[src/pidcs_pkg.sv]
// Shared constants, types and clamp helper for the PID step unit.
package pidcs_pkg;

    localparam int FRAC_BITS   = 8;
    localparam int DATA_W      = 16;
    localparam int ERR_W       = DATA_W + 1;
    localparam int INTEG_W     = DATA_W + FRAC_BITS;
    localparam int PROD_W      = DATA_W + ERR_W;
    localparam int WIDE_W      = PROD_W + 2;
    localparam int TIME_W      = 32;
    localparam int CFG_IDX_W   = 3;
    localparam int IN_TDATA_W  = DATA_W + TIME_W;
    localparam int OUT_TDATA_W = DATA_W;
    localparam int OUT_TUSER_W = 2;

    localparam logic [CFG_IDX_W-1:0] REG_TARGET   = 3'd0;
    localparam logic [CFG_IDX_W-1:0] REG_KP       = 3'd1;
    localparam logic [CFG_IDX_W-1:0] REG_KI       = 3'd2;
    localparam logic [CFG_IDX_W-1:0] REG_KD       = 3'd3;
    localparam logic [CFG_IDX_W-1:0] REG_MIN      = 3'd4;
    localparam logic [CFG_IDX_W-1:0] REG_MAX      = 3'd5;
    localparam logic [CFG_IDX_W-1:0] REG_PERIOD   = 3'd6;
    localparam logic [CFG_IDX_W-1:0] REG_DEADBAND = 3'd7;

    typedef logic signed [DATA_W-1:0]  sample_t;
    typedef logic signed [ERR_W-1:0]   error_t;
    typedef logic signed [INTEG_W-1:0] integ_t;
    typedef logic signed [PROD_W-1:0]  prod_t;
    typedef logic signed [WIDE_W-1:0]  wide_t;

    // Crossed limits: upper if x is above it, else lower.
    function automatic wide_t clamp_wide(input wide_t x, input wide_t lo, input wide_t hi);
        wide_t r;
        if (x > hi)
        begin
            r = hi;
        end
        else if (x < lo)
        begin
            r = lo;
        end
        else
        begin
            r = x;
        end
        return r;
    endfunction

endpackage

[src/pid_controller_step_unit.sv]
// PID step unit: derivative on measurement, fixed point, one word per cycle while m_tready does not stall the output.
//
// Input stream s_*: each word is a sample (s_tuser = 0) carrying a measurement
// and a millisecond timestamp, or a bumpless reinitialize (s_tuser = 1).
// Output stream m_*: exactly one word per input word, in order, carrying the
// drive and two flags (update computed, error inside deadband).
// Configuration: cfg_we with cfg_index / cfg_data writes one of eight 16-bit
// registers; write only while no word is in flight.
// Path: a word accepted on s_* passes the input register, then the result register,
// two registers in all, before it shows on m_tvalid.
// Throughput: one word per cycle while m_tready does not stall the output; the state
// update of one word is done combinationally between the two registers, so the next
// word follows at once.
// Stall: while m_tready is low the result register holds; one more word can
// wait in the input register, then s_tready drops.
// Reset: both streams empty, all controller state zero, registers at their defaults
// (limits at full range, period 100 ms); the stream data registers are not reset.
module pid_controller_step_unit (
    input  logic                                clk,
    input  logic                                rst_n,
    input  logic                                s_tvalid,
    output logic                                s_tready,
    input  logic [pidcs_pkg::IN_TDATA_W-1:0]    s_tdata,   // measurement, time_ms
    input  logic                                s_tuser,   // command
    output logic                                m_tvalid,
    input  logic                                m_tready,
    output logic [pidcs_pkg::OUT_TDATA_W-1:0]   m_tdata,   // drive
    output logic [pidcs_pkg::OUT_TUSER_W-1:0]   m_tuser,   // updated, in_deadband
    input  logic                                cfg_we,
    input  logic [pidcs_pkg::CFG_IDX_W-1:0]     cfg_index,
    input  logic [pidcs_pkg::DATA_W-1:0]        cfg_data
);
    import pidcs_pkg::*;

    sample_t                target_reg, kp_reg, ki_reg, kd_reg, min_reg, max_reg;
    logic [DATA_W-1:0]      period_reg, deadband_reg;

    sample_t                latest_reg, latest_next;
    sample_t                prior_reg, prior_next;
    logic [TIME_W-1:0]      last_time_reg, last_time_next;
    integ_t                 integ_reg, integ_next;
    sample_t                held_reg, held_next;
    error_t                 last_err_reg, last_err_next;

    logic                   in_valid_reg;
    logic                   cmd_reg;
    sample_t                meas_reg;
    logic [TIME_W-1:0]      time_reg;

    logic                   out_valid_reg;
    sample_t                drive_reg, drive_next;
    logic                   updated_reg, updated_next;
    logic                   dead_reg, dead_next;

    logic                   out_free;
    logic                   advance;
    logic                   do_update;
    logic [TIME_W-1:0]      elapsed;
    error_t                 err, din;
    prod_t                  p_prod, i_prod, d_prod;
    wide_t                  lo_w, hi_w, lo_s, hi_s;
    wide_t                  integ_raw, sum_raw, sum_shift;
    integ_t                 integ_upd, integ_reinit;
    sample_t                drive_upd;
    logic [ERR_W-1:0]       err_mag;

    sample_t                cfg_lo, cfg_hi;
    wide_t                  cfg_lo_w, cfg_hi_w;
    sample_t                held_cfg;
    integ_t                 integ_cfg;

    assign out_free = !out_valid_reg || m_tready;
    assign advance  = in_valid_reg && out_free;
    assign s_tready = !in_valid_reg || out_free;
    assign m_tvalid = out_valid_reg;
    assign m_tdata  = drive_reg;
    assign m_tuser  = {dead_reg, updated_reg};

    always_comb
    begin
        lo_w      = WIDE_W'(min_reg);
        hi_w      = WIDE_W'(max_reg);
        lo_s      = lo_w <<< FRAC_BITS;
        hi_s      = hi_w <<< FRAC_BITS;

        elapsed   = time_reg - last_time_reg;
        do_update = !cmd_reg && (elapsed >= TIME_W'(period_reg));

        err       = ERR_W'(target_reg) - ERR_W'(meas_reg);
        din       = ERR_W'(meas_reg) - ERR_W'(prior_reg);
        p_prod    = PROD_W'(kp_reg) * PROD_W'(err);
        i_prod    = PROD_W'(ki_reg) * PROD_W'(err);
        d_prod    = PROD_W'(kd_reg) * PROD_W'(din);

        integ_raw = WIDE_W'(integ_reg) + WIDE_W'(i_prod);
        integ_upd = INTEG_W'(clamp_wide(integ_raw, lo_s, hi_s));
        sum_raw   = WIDE_W'(p_prod) + WIDE_W'(integ_upd) - WIDE_W'(d_prod);
        sum_shift = sum_raw >>> FRAC_BITS;
        drive_upd = DATA_W'(clamp_wide(sum_shift, lo_w, hi_w));

        integ_reinit = INTEG_W'(clamp_wide(WIDE_W'(held_reg) <<< FRAC_BITS, lo_s, hi_s));

        latest_next    = latest_reg;
        prior_next     = prior_reg;
        last_time_next = last_time_reg;
        integ_next     = integ_reg;
        held_next      = held_reg;
        last_err_next  = last_err_reg;
        updated_next   = 1'b0;

        if (cmd_reg)
        begin
            prior_next = latest_reg;
            integ_next = integ_reinit;
        end
        else
        begin
            latest_next = meas_reg;
            if (do_update)
            begin
                integ_next     = integ_upd;
                held_next      = drive_upd;
                last_err_next  = err;
                prior_next     = meas_reg;
                last_time_next = time_reg;
                updated_next   = 1'b1;
            end
        end

        err_mag    = last_err_next[ERR_W-1] ? ERR_W'(-last_err_next) : ERR_W'(last_err_next);
        dead_next  = err_mag < ERR_W'(deadband_reg);
        drive_next = dead_next ? '0 : held_next;
    end

    // Re-clamp held drive and integral against the limits being written.
    always_comb
    begin
        cfg_lo    = (cfg_index == REG_MIN) ? sample_t'(cfg_data) : min_reg;
        cfg_hi    = (cfg_index == REG_MAX) ? sample_t'(cfg_data) : max_reg;
        cfg_lo_w  = WIDE_W'(cfg_lo);
        cfg_hi_w  = WIDE_W'(cfg_hi);
        held_cfg  = DATA_W'(clamp_wide(WIDE_W'(held_reg), cfg_lo_w, cfg_hi_w));
        integ_cfg = INTEG_W'(clamp_wide(WIDE_W'(integ_reg),
                                        cfg_lo_w <<< FRAC_BITS, cfg_hi_w <<< FRAC_BITS));
    end

    always_ff @(posedge clk or negedge rst_n)
    begin
        if (!rst_n)
        begin
            target_reg   <= '0;
            kp_reg       <= '0;
            ki_reg       <= '0;
            kd_reg       <= '0;
            min_reg      <= {1'b1, {(DATA_W-1){1'b0}}};
            max_reg      <= {1'b0, {(DATA_W-1){1'b1}}};
            period_reg   <= DATA_W'(100);
            deadband_reg <= '0;
        end
        else if (cfg_we)
        begin
            unique case (cfg_index)
                REG_TARGET:   target_reg   <= cfg_data;
                REG_KP:       kp_reg       <= cfg_data;
                REG_KI:       ki_reg       <= cfg_data;
                REG_KD:       kd_reg       <= cfg_data;
                REG_MIN:      min_reg      <= cfg_data;
                REG_MAX:      max_reg      <= cfg_data;
                REG_PERIOD:   period_reg   <= cfg_data;
                REG_DEADBAND: deadband_reg <= cfg_data;
                default:      target_reg   <= target_reg;
            endcase
        end
    end

    always_ff @(posedge clk or negedge rst_n)
    begin
        if (!rst_n)
        begin
            latest_reg    <= '0;
            prior_reg     <= '0;
            last_time_reg <= '0;
            integ_reg     <= '0;
            held_reg      <= '0;
            last_err_reg  <= '0;
        end
        else if (advance)
        begin
            latest_reg    <= latest_next;
            prior_reg     <= prior_next;
            last_time_reg <= last_time_next;
            integ_reg     <= integ_next;
            held_reg      <= held_next;
            last_err_reg  <= last_err_next;
        end
        else if (cfg_we && (cfg_index == REG_MIN || cfg_index == REG_MAX))
        begin
            held_reg  <= held_cfg;
            integ_reg <= integ_cfg;
        end
    end

    always_ff @(posedge clk or negedge rst_n)
    begin
        if (!rst_n)
        begin
            in_valid_reg  <= 1'b0;
            out_valid_reg <= 1'b0;
        end
        else
        begin
            if (s_tready)
            begin
                in_valid_reg <= s_tvalid;
            end
            if (out_free)
            begin
                out_valid_reg <= in_valid_reg;
            end
        end
    end

    always_ff @(posedge clk)
    begin
        if (s_tvalid && s_tready)
        begin
            cmd_reg  <= s_tuser;
            meas_reg <= s_tdata[DATA_W-1:0];
            time_reg <= s_tdata[IN_TDATA_W-1:DATA_W];
        end
        if (advance)
        begin
            drive_reg   <= drive_next;
            updated_reg <= updated_next;
            dead_reg    <= dead_next;
        end
    end

endmodule

[config.mk]
export PLATFORM = sky130hd
export DESIGN_NAME = pid_controller_step_unit
export DESIGN_NICKNAME = d
export VERILOG_FILES = /design/src/pidcs_pkg.sv /design/src/pid_controller_step_unit.sv
export SDC_FILE = /design/constraint.sdc
export NUM_CORES = 2
export LEC_CHECK = 0
export ABC_AREA = 1
export ABC_CLOCK_PERIOD_IN_PS = 49700
export BUFFER_PORTS_ARGS = -buffer_cell sky130_fd_sc_hd__buf_2
export CORE_MARGIN = 2
export CORE_UTILIZATION = 50
export CTS_BUF_LIST = sky130_fd_sc_hd__clkbuf_8
export DETAILED_ROUTE_END_ITERATION = 10
export MAX_ROUTING_LAYER = met4
export PLACE_DENSITY = 0.77
export SYNTH_ARGS = -nofsm -noshare
export SYNTH_HDL_FRONTEND = slang
export SYNTH_SLANG_ARGS = --single-unit
[constraint.sdc]
create_clock -name clk -period 49.7 [get_ports clk]
set_clock_uncertainty 0.05 [all_clocks]
set_input_delay 7.455 -clock clk [delete_from_list [all_inputs] [get_ports clk]]
set_output_delay 7.455 -clock clk [all_outputs]
set_load 0.05 [all_outputs]
Word-level counts from Yosys, hierarchy flattened --
Cells that the tools add are included.
Operators by class: add/subtract/negate cells 7, $mul 3, magnitude comparators 12, eq/ne operators 8, mux-type cells 26, bitwise logic cells 1, reduce and logical (&&, ||, !) cells 26
Operators by type and width (number):
- two-way mux 24 bit | 10
- two-way mux 16 bit | 12
- multiplier 16 x 17 -> 33 bit | 3
- two-way mux 17 bit | 3
- > comparator 24 bit | 2
- less-than comparator 24 bit | 2
- subtractor 34 x 33 -> 35 bit | 1
- adder 24 x 33 -> 34 bit | 1
- adder 33 x 24 -> 34 bit | 1
- > comparator 34 x 24 -> 1 bit | 1
- less-than comparator 34 x 24 -> 1 bit | 1
- subtractor 16 x 16 -> 17 bit | 2
- >= comparator 32 x 16 -> 1 bit | 1
- subtractor 32 bit | 1
- > comparator 27 x 16 -> 1 bit | 1
- less-than comparator 27 x 16 -> 1 bit | 1
- AND reduction 2 bit | 9
- less-than comparator 17 x 16 -> 1 bit | 1
- negation 17 bit | 1
- > comparator 16 bit | 1
- less-than comparator 16 bit | 1
- == test 3 bit, second input constant | 4
- == test 3 x 2 -> 1 bit, second input constant | 2
- AND reduction 3 bit | 2
- other kinds (10) | 19
Storage, ports and cells: register bits after elaboration 318, input bits 73, output and inout port bits 20, word-level logic and storage cells 105

Logic depth before layout (Yosys ltp) --
word-level depth 14, mapped depth 97, gate-level depth less buffers 94

Least setup slack after synthesis --
OpenSTA, ideal clock, no wires.
path kind reg-to-reg, start point reg meas_reg[1], end point reg drive_reg[10], in the netlist m_tdata[10], data pin, library setup time 0.261 ns, arrival 16.406 ns, slack 32.983 ns, cell stages (with the launch flop) 82, path buffers 4, cells stage by stage edfxtp_1 > inv_1 > ha_1 > nand3b_1 > nand3_1 > nand3_1 > nand3_1 > a31o_2 > or2_2 > and2_1 > clkbuf_1 > inv_1 > clkbuf_1 > nor2_1 > fa_1 > inv_1 > fa_1 > fa_1 > [46 not listed] > nand2_1 > nand2_1 > nand2_1 > o211ai_1 > a21oi_1 > o21ai_0 > a21oi_1 > xor2_1 > ha_1 > nand4_1 > nor3_1 > nand4_1 > a21oi_1 > nand3b_1 > clkbuf_1 > nand3_1 > a21boi_0 > a21oi_2
Between the ends: longest elaborated chain between the ends 13
Ends and longest elaborated chain:
- start: declaration | RTL line pid_controller_step_unit.sv:47 | sample_t meas_reg;
- start signal: assignment | RTL line pid_controller_step_unit.sv:228 | meas_reg <= s_tdata[DATA_W-1:0];
- subtractor 16 x 16 -> 17 bit | RTL line pid_controller_step_unit.sv:89 | err = ERR_W'(target_reg) - ERR_W'(meas_reg);
- multiplier 16 x 17 -> 33 bit | RTL line pid_controller_step_unit.sv:92 | i_prod = PROD_W'(ki_reg) * PROD_W'(err);
- adder 24 x 33 -> 34 bit | RTL line pid_controller_step_unit.sv:95 | integ_raw = WIDE_W'(integ_reg) + WIDE_W'(i_prod);
- less-than comparator 34 x 24 -> 1 bit | RTL line pidcs_pkg.sv:38 | else if (x < lo)
- two-way mux 24 bit | RTL line pidcs_pkg.sv:38
- two-way mux 24 bit | RTL line pidcs_pkg.sv:34 | if (x > hi)
- adder 33 x 24 -> 34 bit | RTL line pid_controller_step_unit.sv:97 | sum_raw = WIDE_W'(p_prod) + WIDE_W'(integ_upd) - WIDE_W'(d_prod);
- subtractor 34 x 33 -> 35 bit | RTL line pid_controller_step_unit.sv:97
- less-than comparator 27 x 16 -> 1 bit | RTL line pidcs_pkg.sv:38
- two-way mux 16 bit | RTL line pidcs_pkg.sv:38
- two-way mux 16 bit | RTL line pidcs_pkg.sv:34
- two-way mux 16 bit | RTL line pid_controller_step_unit.sv:119 | if (do_update)
- two-way mux 16 bit | RTL line pid_controller_step_unit.sv:111 | if (cmd_reg)
- end signal: assignment | RTL line pid_controller_step_unit.sv:233 | drive_reg <= drive_next;
- end: declaration | RTL line pid_controller_step_unit.sv:51 | sample_t drive_reg, drive_next;
Several ways; a longest one is shown, not always the timed one. A chain may end at the register's enable or synchronous reset.

Worst setup path after layout --
start point reg meas_reg[0], end point reg drive_reg[14], in the netlist m_tdata[14], data pin
The elaborated chain is that of the path after synthesis.

==> results.json <==
{
  "worstSetupPathType": "flop to flop",
  "crit_fanout": 32,
  "route.detailed.wl_per_inst_um": 21.2,
  "path_common_cell": "nand2_1",
  "cp.arrival_ns": 21.10,
  "setup_viol": 0,
  "vias_per_cell": 5.50,
  "grt_max_degree": 75,
  "async_flop_share_pct": 78.9,
  "outcome": "finished clean",
  "synth_top_area_cell": "fa_1",
  "cts_tree": "done",
  "synth_flop_cell": "dfrtp_1",
  "dieArea_mm2": 0.116,
  "dpl-instance-area_mm2": 0.0586,
  "synthCells": 7029,
  "end_kind": "flop",
  "worstPathRequired_ns": 50.09,
  "r2r-end": "m_tdata[14]",
  "via_count": 47100,
  "finalMaxSlewViolations": 0,
  "cts_sinks": 318,
  "fin_area_mm2": 0.0599,
  "finalCriticalPeriod_ns": 20.71,
  "rsz0062_at_grt": "no",
  "worst-path-stages": 78,
  "clk_pin_slew_worst_paths_ns": 0.06,
  "hold_viol_final": 0,
  "timing.rr.start": "meas_reg[0]",
  "area_delta_synth_final_pct": 5.73,
  "utilization_pct": 53.3,
  "grt_pass1_vias": 48500,
  "synth_warnings": 0,
  "cp-endpoint": "m_tdata[14]",
  "r2r_setup_slack_ns": 28.99,
  "finalSetupTns_ns": 0,
  "fp.dieW_um": 341,
  "die_h_um": 341,
  "drt_iter0_markers": 4188,
  "worst_pin_slew_ns": 1.30,
  "cts_buffers": 58,
  "grt_pass1_wl_mm": 283,
  "rr_worst_depth": 78,
  "portBuffers": 92,
  "clk_latency_ns": 0.74,
  "synth.most_common_cell": "inv_1",
  "dr.pass1.iters": 6,
  "wl_mm": 182,
  "overflow": 0,
  "post_cts_buffers": 0,
  "start_util_pct": 50.4,
  "synthTopCellsByArea": "fa_1 (34%), ha_1 (12%), inv_1 (11%)",
  "root_buffer": "clkbuf_8",
  "crit_family": "adder cells",
  "cpPeakStageDelay_ns": 0.88,
  "ys_ff_latch": 318,
  "fin_crit_sh_pct": 41.7,
  "fin_nets": 8600,
  "hp-class": "flop to flop",
  "postCtsHoldBufs": 0,
  "core_mm2": 0.112,
  "start_kind": "flop",
  "post_route_cells_drive_above_1_share_pct": 5.15,
  "netlist.area_leader.share_pct": 34.1,
  "min_path_cells": 2,
  "gp_congestion": 1.02,
  "synth-edff-count": 67,
  "antenna_found_initial": 7,
  "dp_hpwl_mm": 150,
  "post_cts_resized": 0,
  "yosysSeqAreaShare_pct": 14.7,
  "ant_nets": 0,
  "relSlewSlack_pct": 13.3,
  "cp-startpoint": "meas_reg[0]",
  "htreeDepth": 2,
  "drc": 0,
  "critPathBufInv": 12,
  "max_freq_ghz": 0.0483,
  "syn_area_per_cell_um2": 8.06,
  "synth_nets": 8608,
  "synth_common_cells": "inv_1 (1611), nand2_1 (1416), fa_1 (964), nor2_1 (702), ha_1 (542)",
  "row_count": 123,
  "cp_slowest_cell": "clkinv_1",
  "maxCapViolations": 0,
  "boundaryPins": 93,
  "grtUsageTotal_pct": 33.0,
  "syn-cell-area_mm2": 0.0566,
  "max-clock-path-buffers": 3,
  "synth_cell_types": 61
}
metal layers:
metal	track usage [%]	vias to the layer above	routed length [um]
met5	-	-	0
met4	16.2	0	11100
li1	-	21200	-
met2	50.4	2272	81600
met3	7.64	602	19300
met1	41.4	23100	69800
worst min-delay path, cell delays in order, from the launching register on:
cell	delay, ns
dfrtp_1	0.35
nand2_1	0.05
o21ai_0	0.05
layout make-up:
type	instances	area (um^2)
Tap cell	1500	1880
Fill cell	10500	52500
Sequential cell	318	8320
Timing Repair Buffer	157	958
Inverter	1630	6120
Multi-Input combinational cell	4856	41300
Antenna cell	6	15.0
Clock buffer	65	895
Clock inverter	45	345
placed cells by master, fill, tap and decap left out, types with 34 or more instances in the layout:
cell type and instances:
dfrtp_1 232, nor2_1 700, nand3_1 206, fa_1 964
a21oi_1 280, clkbuf_8 65, inv_1 1622, edfxtp_1 67
nor3_1 34, xor2_1 84, xnor2_1 42, nand2_1 1414
buf_2 91, ha_1 541, buf_4 65, o21ai_0 315
how the worst min path moves through the flow:
stage                      from               end  slack (ns)
2_1_floorplan   last_err_reg[2]   last_err_reg[2]        0.40
3_3_place_gp   last_err_reg[11]  last_err_reg[11]        0.42
3_5_place_dp   last_err_reg[11]  last_err_reg[11]        0.42
4_1_cts        last_err_reg[11]  last_err_reg[11]        0.44
5_1_grt        last_err_reg[13]  last_err_reg[13]        0.46
6_report       last_err_reg[11]  last_err_reg[11]        0.44
through the flow:
stage               setup WS [ns]  std cells  hold WS (ns)
detailed placement          29.62       8461         0.424
floorplan                   32.98       7029         0.403
global route                28.03       8575         0.464
finish                      28.99       8577         0.437
CTS                         29.54       8571         0.440
global placement            29.71       8461         0.416
logic make-up (layout without fill, tap and decap cells):
family | after synthesis | count (layout) | synth area share, %
buffers and inverters | 1855 | 1897 | 12.4
flip-flops | 318 | 318 | 14.7
adder cells (fa/ha/maj) | 1506 | 1506 | 46.1
AND/OR/NAND/NOR | 2483 | 2483 | 17.7
XOR/XNOR | 128 | 128 | 1.98
other | 0 | 6 | 0
multiplexers | 1 | 1 | 0.0199
AO/OA/AOI/OAI | 738 | 738 | 7.20
Power is not shown: default switching activity piles up to over one toggle a cycle in this logic, so the estimate is an artifact.
